--- src/hw/rtl/cova_pkg.sv ---
// Shared widths and constants for the covariance accumulator.
`default_nettype none
package cova_pkg;

  localparam int unsigned MaxPairs = 65536;
  localparam int unsigned SampleW  = 24;
  localparam int unsigned CntW     = 17;
  localparam int unsigned SumW     = 40;
  localparam int unsigned ProdW    = 48;
  localparam int unsigned SxyW     = 64;
  localparam int unsigned WideW    = 80;
  localparam int unsigned AluW     = 66;
  localparam int unsigned CovW     = 48;
  localparam int unsigned StepW    = 7;

  localparam int unsigned MulSteps  = SumW;
  localparam int unsigned Div1Steps = WideW;
  localparam int unsigned Div2Steps = SxyW;

  localparam logic [CntW-1:0]  CntFull  = CntW'(MaxPairs);
  // the quotient saturates above this bound
  localparam logic [WideW-1:0] QLimit   = 80'h0000_4000_0000_FFFF_FFFF;
  localparam logic [SxyW-1:0]  QSatVal  = 64'h4000_0000_0000_0000;
  localparam logic [SxyW-1:0]  PosLimit = 64'h0000_7FFF_FFFF_FFFF;
  localparam logic [SxyW-1:0]  NegLimit = 64'h0000_8000_0000_0000;
  localparam logic [CovW-1:0]  CovMax   = 48'h7FFF_FFFF_FFFF;
  localparam logic [CovW-1:0]  CovMin   = 48'h8000_0000_0000;

endpackage
`default_nettype wire

--- src/hw/rtl/covariance_accumulator.sv ---
// Population covariance from running sums, on one shared 66-bit adder.
// A new transaction is taken only in idle: a non-last item passes through the
// accumulate states; a last item of an empty set goes straight to hand-over,
// else through 40 multiply and 80 + 64 divide steps on the adder, then the
// fix-up and hand-over states. A held result delays the hand-over.
// Reset (rst_ni low, asynchronous) clears the sequencer, count, sums, overflow flag and the out valid.
`default_nettype none
module covariance_accumulator (
  input  logic                                clk_i,
  input  logic                                rst_ni,
  input  logic                                in_valid_i,
  output logic                                in_ready_o,
  input  logic signed [cova_pkg::SampleW-1:0] x_value_i,
  input  logic signed [cova_pkg::SampleW-1:0] y_value_i,
  input  logic                                pair_missing_i,
  input  logic                                last_of_set_i,
  output logic                                out_valid_o,
  input  logic                                out_ready_i,
  output logic signed [cova_pkg::CovW-1:0]    cov_result_o,
  output logic                                result_null_o,
  output logic                                overflow_o
);
  import cova_pkg::*;

  // sequencer codes
  localparam logic [3:0] StIdle = 4'd0;
  localparam logic [3:0] StAccX = 4'd1;   // sum_x, and register x*y
  localparam logic [3:0] StAccY = 4'd2;   // sum_y
  localparam logic [3:0] StAccP = 4'd3;   // sum_xy, count
  localparam logic [3:0] StAbsX = 4'd4;   // |sum_x|
  localparam logic [3:0] StAbsY = 4'd5;   // |sum_y|
  localparam logic [3:0] StMul  = 4'd6;   // |sx|*|sy|, one bit a cycle
  localparam logic [3:0] StDiv1 = 4'd7;   // product / n
  localparam logic [3:0] StQSat = 4'd8;   // clamp the quotient
  localparam logic [3:0] StDiff = 4'd9;   // sum_xy - q
  localparam logic [3:0] StAbsD = 4'd10;  // |difference|
  localparam logic [3:0] StDiv2 = 4'd11;  // difference / n
  localparam logic [3:0] StOut  = 4'd12;  // sign and saturate
  localparam logic [3:0] StDone = 4'd13;  // hand over, clear the set

  logic [3:0]              state_q, state_d;
  logic [StepW-1:0]        step_q;

  logic [CntW-1:0]         cnt_q;
  logic signed [SumW-1:0]  sx_q, sy_q;
  logic signed [SxyW-1:0]  sxy_q;
  logic                    ovf_q;

  logic signed [SampleW-1:0] x_q, y_q;
  logic                    last_q, take_q;
  logic signed [ProdW-1:0] prod_q;

  logic [SumW-1:0]         mag_a_q;
  logic [WideW-1:0]        p_q;      // multiply, dividend and quotient register
  logic [CntW-1:0]         rem_q;
  logic [AluW-1:0]         diff_q;
  logic                    dneg_q;
  logic [CovW-1:0]         res_q;
  logic                    null_q;

  logic                    out_valid_q;
  logic [CovW-1:0]         cov_q;
  logic                    rnull_q, rovf_q;

  // shared adder
  logic [AluW-1:0]         alu_a, alu_b, alu_sum;
  logic                    alu_sub;

  logic                    accept, qbit, hand_over, step_end;
  logic [StepW-1:0]        step_last;

  assign in_ready_o = (state_q == StIdle);
  assign accept     = in_valid_i && in_ready_o;
  assign hand_over  = !out_valid_q || out_ready_i;

  always_comb begin
    alu_a   = '0;
    alu_b   = '0;
    alu_sub = 1'b0;
    case (state_q)
      StAccX: begin
        alu_a = {{(AluW-SumW){sx_q[SumW-1]}}, sx_q};
        alu_b = {{(AluW-SampleW){x_q[SampleW-1]}}, x_q};
      end
      StAccY: begin
        alu_a = {{(AluW-SumW){sy_q[SumW-1]}}, sy_q};
        alu_b = {{(AluW-SampleW){y_q[SampleW-1]}}, y_q};
      end
      StAccP: begin
        alu_a = {{(AluW-SxyW){sxy_q[SxyW-1]}}, sxy_q};
        alu_b = {{(AluW-ProdW){prod_q[ProdW-1]}}, prod_q};
      end
      StAbsX: begin
        alu_b   = {{(AluW-SumW){sx_q[SumW-1]}}, sx_q};
        alu_sub = sx_q[SumW-1];
      end
      StAbsY: begin
        alu_b   = {{(AluW-SumW){sy_q[SumW-1]}}, sy_q};
        alu_sub = sy_q[SumW-1];
      end
      StMul: begin
        alu_a = {{(AluW-(WideW-SumW)){1'b0}}, p_q[WideW-1:SumW]};
        alu_b = p_q[0] ? {{(AluW-SumW){1'b0}}, mag_a_q} : '0;
      end
      StDiv1, StDiv2: begin
        alu_a   = {{(AluW-CntW-1){1'b0}}, rem_q, p_q[WideW-1]};
        alu_b   = {{(AluW-CntW){1'b0}}, cnt_q};
        alu_sub = 1'b1;
      end
      StDiff: begin
        // q carries the sign of sum_x*sum_y
        alu_a   = {{(AluW-SxyW){sxy_q[SxyW-1]}}, sxy_q};
        alu_b   = {{(AluW-SxyW){1'b0}}, p_q[SxyW-1:0]};
        alu_sub = !(sx_q[SumW-1] ^ sy_q[SumW-1]);
      end
      StAbsD: begin
        alu_b   = diff_q;
        alu_sub = diff_q[AluW-1];
      end
      StOut: begin
        alu_b   = {{(AluW-SxyW){1'b0}}, p_q[SxyW-1:0]};
        alu_sub = dneg_q;
      end
      default: ;
    endcase
  end

  assign alu_sum = alu_a + (alu_b ^ {AluW{alu_sub}}) + AluW'(alu_sub);
  assign qbit    = !alu_sum[AluW-1];

  always_comb begin
    case (state_q)
      StMul:   step_last = StepW'(MulSteps - 1);
      StDiv1:  step_last = StepW'(Div1Steps - 1);
      default: step_last = StepW'(Div2Steps - 1);
    endcase
  end
  assign step_end = (step_q == step_last);

  always_comb begin
    state_d = state_q;
    case (state_q)
      StIdle: if (accept) state_d = StAccX;
      StAccX: state_d = StAccY;
      StAccY: state_d = StAccP;
      StAccP: begin
        if (!last_q) state_d = StIdle;
        else if (cnt_q == '0 && !take_q) state_d = StDone;
        else state_d = StAbsX;
      end
      StAbsX: state_d = StAbsY;
      StAbsY: state_d = StMul;
      StMul:  if (step_end) state_d = StDiv1;
      StDiv1: if (step_end) state_d = StQSat;
      StQSat: state_d = StDiff;
      StDiff: state_d = StAbsD;
      StAbsD: state_d = StDiv2;
      StDiv2: if (step_end) state_d = StOut;
      StOut:  state_d = StDone;
      StDone: if (hand_over) state_d = StIdle;
      default: state_d = StIdle;
    endcase
  end

  // control and set state
  always_ff @(posedge clk_i or negedge rst_ni) begin
    if (!rst_ni) begin
      state_q     <= StIdle;
      step_q      <= '0;
      cnt_q       <= '0;
      sx_q        <= '0;
      sy_q        <= '0;
      sxy_q       <= '0;
      ovf_q       <= 1'b0;
      out_valid_q <= 1'b0;
    end else begin
      state_q <= state_d;
      if (state_q == StMul || state_q == StDiv1 || state_q == StDiv2) begin
        step_q <= step_end ? '0 : step_q + 1'b1;
      end else begin
        step_q <= '0;
      end
      if (accept && !pair_missing_i && cnt_q == CntFull) ovf_q <= 1'b1;
      if (take_q) begin
        case (state_q)
          StAccX: sx_q <= alu_sum[SumW-1:0];
          StAccY: sy_q <= alu_sum[SumW-1:0];
          StAccP: begin
            sxy_q <= alu_sum[SxyW-1:0];
            cnt_q <= cnt_q + 1'b1;
          end
          default: ;
        endcase
      end
      if (state_q == StDone && hand_over) out_valid_q <= 1'b1;
      else if (out_valid_q && out_ready_i) out_valid_q <= 1'b0;
      if (state_q == StDone && hand_over) begin
        cnt_q       <= '0;
        sx_q        <= '0;
        sy_q        <= '0;
        sxy_q       <= '0;
        ovf_q       <= 1'b0;
      end
    end
  end

  // datapath
  always_ff @(posedge clk_i) begin
    if (accept) begin
      x_q    <= x_value_i;
      y_q    <= y_value_i;
      last_q <= last_of_set_i;
      take_q <= !pair_missing_i && (cnt_q != CntFull);
    end
    case (state_q)
      StAccX: prod_q <= ProdW'(x_q) * ProdW'(y_q);
      StAccP: begin
        null_q <= 1'b1;
        res_q  <= '0;
      end
      StAbsX: begin
        mag_a_q <= alu_sum[SumW-1:0];
        null_q  <= 1'b0;
      end
      StAbsY: begin
        p_q   <= {{(WideW-SumW){1'b0}}, alu_sum[SumW-1:0]};
        rem_q <= '0;
      end
      StMul: p_q <= {alu_sum[SumW:0], p_q[SumW-1:1]};
      StDiv1, StDiv2: begin
        rem_q <= qbit ? alu_sum[CntW-1:0] : {rem_q[CntW-2:0], p_q[WideW-1]};
        p_q   <= {p_q[WideW-2:0], qbit};
      end
      StQSat: begin
        if (p_q > QLimit) p_q <= {{(WideW-SxyW){1'b0}}, QSatVal};
        else p_q <= {{(WideW-SxyW){1'b0}}, p_q[SxyW-1:0]};
      end
      StDiff: diff_q <= alu_sum;
      StAbsD: begin
        dneg_q <= diff_q[AluW-1];
        p_q    <= {alu_sum[SxyW-1:0], {(WideW-SxyW){1'b0}}};
        rem_q  <= '0;
      end
      StOut: begin
        if (!dneg_q) begin
          res_q <= (p_q[SxyW-1:0] > PosLimit) ? CovMax : alu_sum[CovW-1:0];
        end else begin
          res_q <= (p_q[SxyW-1:0] > NegLimit) ? CovMin : alu_sum[CovW-1:0];
        end
      end
      StDone: begin
        if (hand_over) begin
          cov_q   <= res_q;
          rnull_q <= null_q;
          rovf_q  <= ovf_q;
        end
      end
      default: ;
    endcase
  end

  assign out_valid_o   = out_valid_q;
  assign cov_result_o  = cov_q;
  assign result_null_o = rnull_q;
  assign overflow_o    = rovf_q;

endmodule
`default_nettype wire

--- config.mk ---
export PLATFORM = sky130hd
export DESIGN_NAME = covariance_accumulator
export DESIGN_NICKNAME = d
export VERILOG_FILES = /design/src/hw/rtl/cova_pkg.sv /design/src/hw/rtl/covariance_accumulator.sv
export SDC_FILE = /design/constraint.sdc
export NUM_CORES = 2
export LEC_CHECK = 0
export BUFFER_PORTS_ARGS = -buffer_cell sky130_fd_sc_hd__buf_2
export CAP_MARGIN = 20
export CORE_AREA = 2 2 359 361
export DETAILED_ROUTE_END_ITERATION = 8
export DIE_AREA = 0 0 361 363
export GPL_TIMING_DRIVEN = 1
export PLACE_DENSITY = 0.51
export SKIP_LAST_GASP = 1
export SYNTH_ARGS = -nofsm -noshare
export SYNTH_HDL_FRONTEND = slang
export SYNTH_SLANG_ARGS = --single-unit
--- constraint.sdc ---
create_clock -name clk_i -period 11 [get_ports clk_i]
set_input_delay 1.1 -clock clk_i [delete_from_list [all_inputs] [get_ports clk_i]]
set_output_delay 1.1 -clock clk_i [all_outputs]
set_load 0.005 [all_outputs]
==> results.yml <==
timing:
  final_hold_viol_count: 0
  drv_slew: 0
  worst_slew_margin_rel_pct: 19.0
  worst_clock_skew_ns: 0.0606
  max_freq_mhz: 117
  worst_slew_pin_slew_ns: 1.21
  fin_crit_sh_pct: 77.6
  setup_tns_ns: 0
  grt_setup_unrepaired: "false"
  final-setup-viol-count: 0
  post-route-min-period_ns: 8.53
clock_tree:
  cts.repair.resized: 0
  ctsLongestPathBuffers: 3
  post-cts-setup-buffers: 0
  h_tree_depth: 3
  cts_made_buffers: 72
  cts_hold_repair.buffers: 0
  clkLatencyLatePin_ns: 0.69
  clock_tree.root_cell: "sky130_fd_sc_hd__clkbuf_16"
  tritoncts: "built"
  clkSlewWorstSetupHoldPaths_ns: 0.08
  cts_sinks: 575
yosys:
  post-synth-top-area-fraction_pct: 24.1
  postSynth.asyncResetShare_pct: 30.3
  synth_top_cell_by_area: "sky130_fd_sc_hd__fa_1"
  avgSynthCellArea_um2: 9.96
  synth_cell_type_count: 84
  synth_enable_flop_cells: 401
  synth_seq_cells: 575
  synth.most_common_cell: "sky130_fd_sc_hd__inv_1"
  yosys_warnings: 0
  synth_top_flop_cell: "sky130_fd_sc_hd__edfxtp_1"
  mappedNetlistNets: 5932
  synthTopCellsByCount: "sky130_fd_sc_hd__inv_1 (704), sky130_fd_sc_hd__nand2_1 (639), sky130_fd_sc_hd__fa_1 (608), sky130_fd_sc_hd__edfxtp_1 (401), sky130_fd_sc_hd__a21oi_1 (285)"
  synth_area_leaders: "sky130_fd_sc_hd__fa_1 (24%), sky130_fd_sc_hd__edfxtp_1 (24%), sky130_fd_sc_hd__dfrtp_1 (8.6%)"
  ys_seq_area_share_pct: 32.5
  post_synth_inst_count: 5069
  synthesis.area_um2: 50500
finish:
  layout-drive-gt1-share_pct: 7.66
  antenna_cells: 0
  filler_cell_count: 12163
  synthToLayoutAreaGrowth_pct: 9.68
  multiInputGateArea_um2: 30400
  fin_nets: 5923
  seq_area_um2: 16400
floorplanning:
  boundaryPins: 106
  row_count: 131
  core-area_um2: 127000
  fp.dieW_um: 361
  start_util_pct: 39.7
  die-height_um: 363
  die-area_um2: 131000
setup_path:
  critical_path.endpoint_type: "flop"
  worst_path_most_repeated_cell: "sky130_fd_sc_hd__fa_1"
  r2r.worst_path.cells: 20
  critical_path.reg2reg.startpoint: "x_q[23]"
  crit_fanout: 25
  worst_setup_path_endpoint: "prod_q[47]"
  startpoint: "x_q[23]"
  crit_path_cell_trace: "nand2_1, inv_1, fa_1, fa_1, inv_1, fa_1, inv_1, fa_1, fa_1, fa_1, inv_1, fa_1, inv_1, ha_1, o21a_1, o21ai_0, o21ai_0, a21oi_1, or3_1, o211ai_1"
  cpPeakStageDelay_ns: 0.99
  rr_endpoint: "prod_q[47]"
  cp_slowest_cell: "sky130_fd_sc_hd__edfxtp_1"
  required_ns: 11.48
  r2r_setup_slack_ns: 2.47
  critPathLaunchType: "flop"
  timing.setup.critical_path_class: "flop to flop"
  crit_arrival_ns: 9.02
routing:
  finalWirelength_um: 176000
  drt_pre_antenna_iters: 8
  wl_per_cell_um: 26.0
  routed-via-count: 38883
  detailedRoute.firstIterationViolations: 4035
  routed_via_count_divided_by_cell_count: 5.74
  drt_drc_violations_left: 0
  antenna_violating_nets_post_route: 0
outcome:
  status: "finished, final reports clean"
place:
  portbufs: 105
  place_hpwl_um: 127000
  gp_congestion: 0.957
global_route:
  vias_in_the_first_global_route: 40364
  grt_max_degree: 73
  globalRoute.totalOverflow: 0
  antenna_found_initial: 3
  global_route_wire_length_before_repair_um: 266000
  gr-usage-all-layers_pct: 27.2
worst_hold_path:
  holdCritPathClass: "flop to flop"
job:
  max-cap-violations: 0
[layout make-up]
| type | count | area share [%] |
|---|---|---|
| Clock buffer | 91 | 3.58 |
| Clock inverter | 40 | 0.651 |
| Inverter | 709 | 4.82 |
| Multi-Input combinational cell | 3483 | 55.0 |
| Sequential cell | 575 | 29.6 |
| Tap cell | 1662 | 3.76 |
| Timing Repair Buffer | 219 | 2.59 |
[sequential cells by signal, indices dropped and copies added (netlist names), 7 cells and up]
signal / cells
x_q: 24
mag_a_q: 40
sxy_q: 64
step_q: 7
sx_q: 40
res_q: 48
p_q: 80
y_q: 24
prod_q: 48
rem_q: 17
sy_q: 40
cnt_q: 17
diff_q: 66
cov_result_o: 48
[worst min path at each step]
stage                     slack, ns  startpoint          endpoint  depth (start not counted)
after detailed placement       0.40    res_q[6]   cov_result_o[6]                          0
after global placement         0.40   res_q[34]  cov_result_o[34]                          0
after CTS                      0.39   res_q[37]  cov_result_o[37]                          0
after global routing           0.40   res_q[37]  cov_result_o[37]                          0
final                          0.39   res_q[37]  cov_result_o[37]                          0
after floorplan                0.40    res_q[0]   cov_result_o[0]                          0
[per-layer routing]
| layer | vias to the layer above | wire length, um | track usage, % |
|---|---|---|---|
| li1 | 16976 | - | - |
| met1 | 19999 | 73400 | 36.4 |
| met2 | 1577 | 82000 | 44.2 |
| met3 | 331 | 13100 | 4.52 |
| met4 | 0 | 7540 | 10.5 |
| met5 | - | 0 | 0 |
[layout by cell type (no fill, tap or decap), types with 24 or more instances in the layout]
master / instances
sky130_fd_sc_hd__inv_1: 704
sky130_fd_sc_hd__nand2_1: 633
sky130_fd_sc_hd__fa_1: 608
sky130_fd_sc_hd__edfxtp_1: 401
sky130_fd_sc_hd__a21oi_1: 283
sky130_fd_sc_hd__and2_1: 279
sky130_fd_sc_hd__nor2_1: 265
sky130_fd_sc_hd__ha_1: 201
sky130_fd_sc_hd__dfrtp_1: 174
sky130_fd_sc_hd__a22oi_1: 149
sky130_fd_sc_hd__o21ai_0: 125
sky130_fd_sc_hd__buf_4: 111
sky130_fd_sc_hd__xnor2_1: 109
sky130_fd_sc_hd__buf_2: 104
sky130_fd_sc_hd__a21o_1: 88
sky130_fd_sc_hd__xor2_1: 81
sky130_fd_sc_hd__clkbuf_16: 73
sky130_fd_sc_hd__nand3_1: 70
sky130_fd_sc_hd__a222oi_1: 67
sky130_fd_sc_hd__nand4_1: 60
sky130_fd_sc_hd__a221oi_1: 38
sky130_fd_sc_hd__a22o_1: 33
sky130_fd_sc_hd__nand2b_1: 27
sky130_fd_sc_hd__nor3_1: 27
sky130_fd_sc_hd__a221o_1: 25
sky130_fd_sc_hd__o21a_1: 24
sky130_fd_sc_hd__a211oi_1: 24
sky130_fd_sc_hd__nor4_1: 24
[through the flow]
step	instance area, um^2	std cells	hold slack (ns)	setup WS [ns]	util (%)
2_1_floorplan	50500	5069	0.400	3.79	-
3_3_place_gp	52900	6643	0.403	2.58	41.7
3_5_place_dp	53000	6645	0.405	2.42	41.7
4_1_cts	55300	6776	0.394	2.33	43.5
5_1_grt	55400	6779	0.395	1.76	43.6
6_report	55400	6779	0.386	2.47	43.6
[logic make-up (layout without fill, tap and decap cells)]
kind of cell,Yosys count,in the layout,share of synthesized area (%)
compound gates,995,995,13.5
fa+ha+maj,809,809,29.1
flops,575,575,32.5
buf+inv,1011,1059,7.56
xor+xnor,198,198,3.49
simple gates,1468,1468,13.6
mux,13,13,0.260
[worst max-delay path, delay by kind of cell, from the launching register on]
| kind | cells | cell delay [ns] |
|---|---|---|
| AND/OR/NAND/NOR | 2 | 0.63 |
| buffers and inverters | 5 | 1.03 |
| adder cells (fa/ha/maj) | 8 | 4.51 |
| flip-flops | 1 | 0.99 |
| AO/OA/AOI/OAI | 5 | 1.16 |
Power is left out: the tool's default activity adds up to more than one toggle a clock period on the data nets, which glitch-free logic cannot reach.
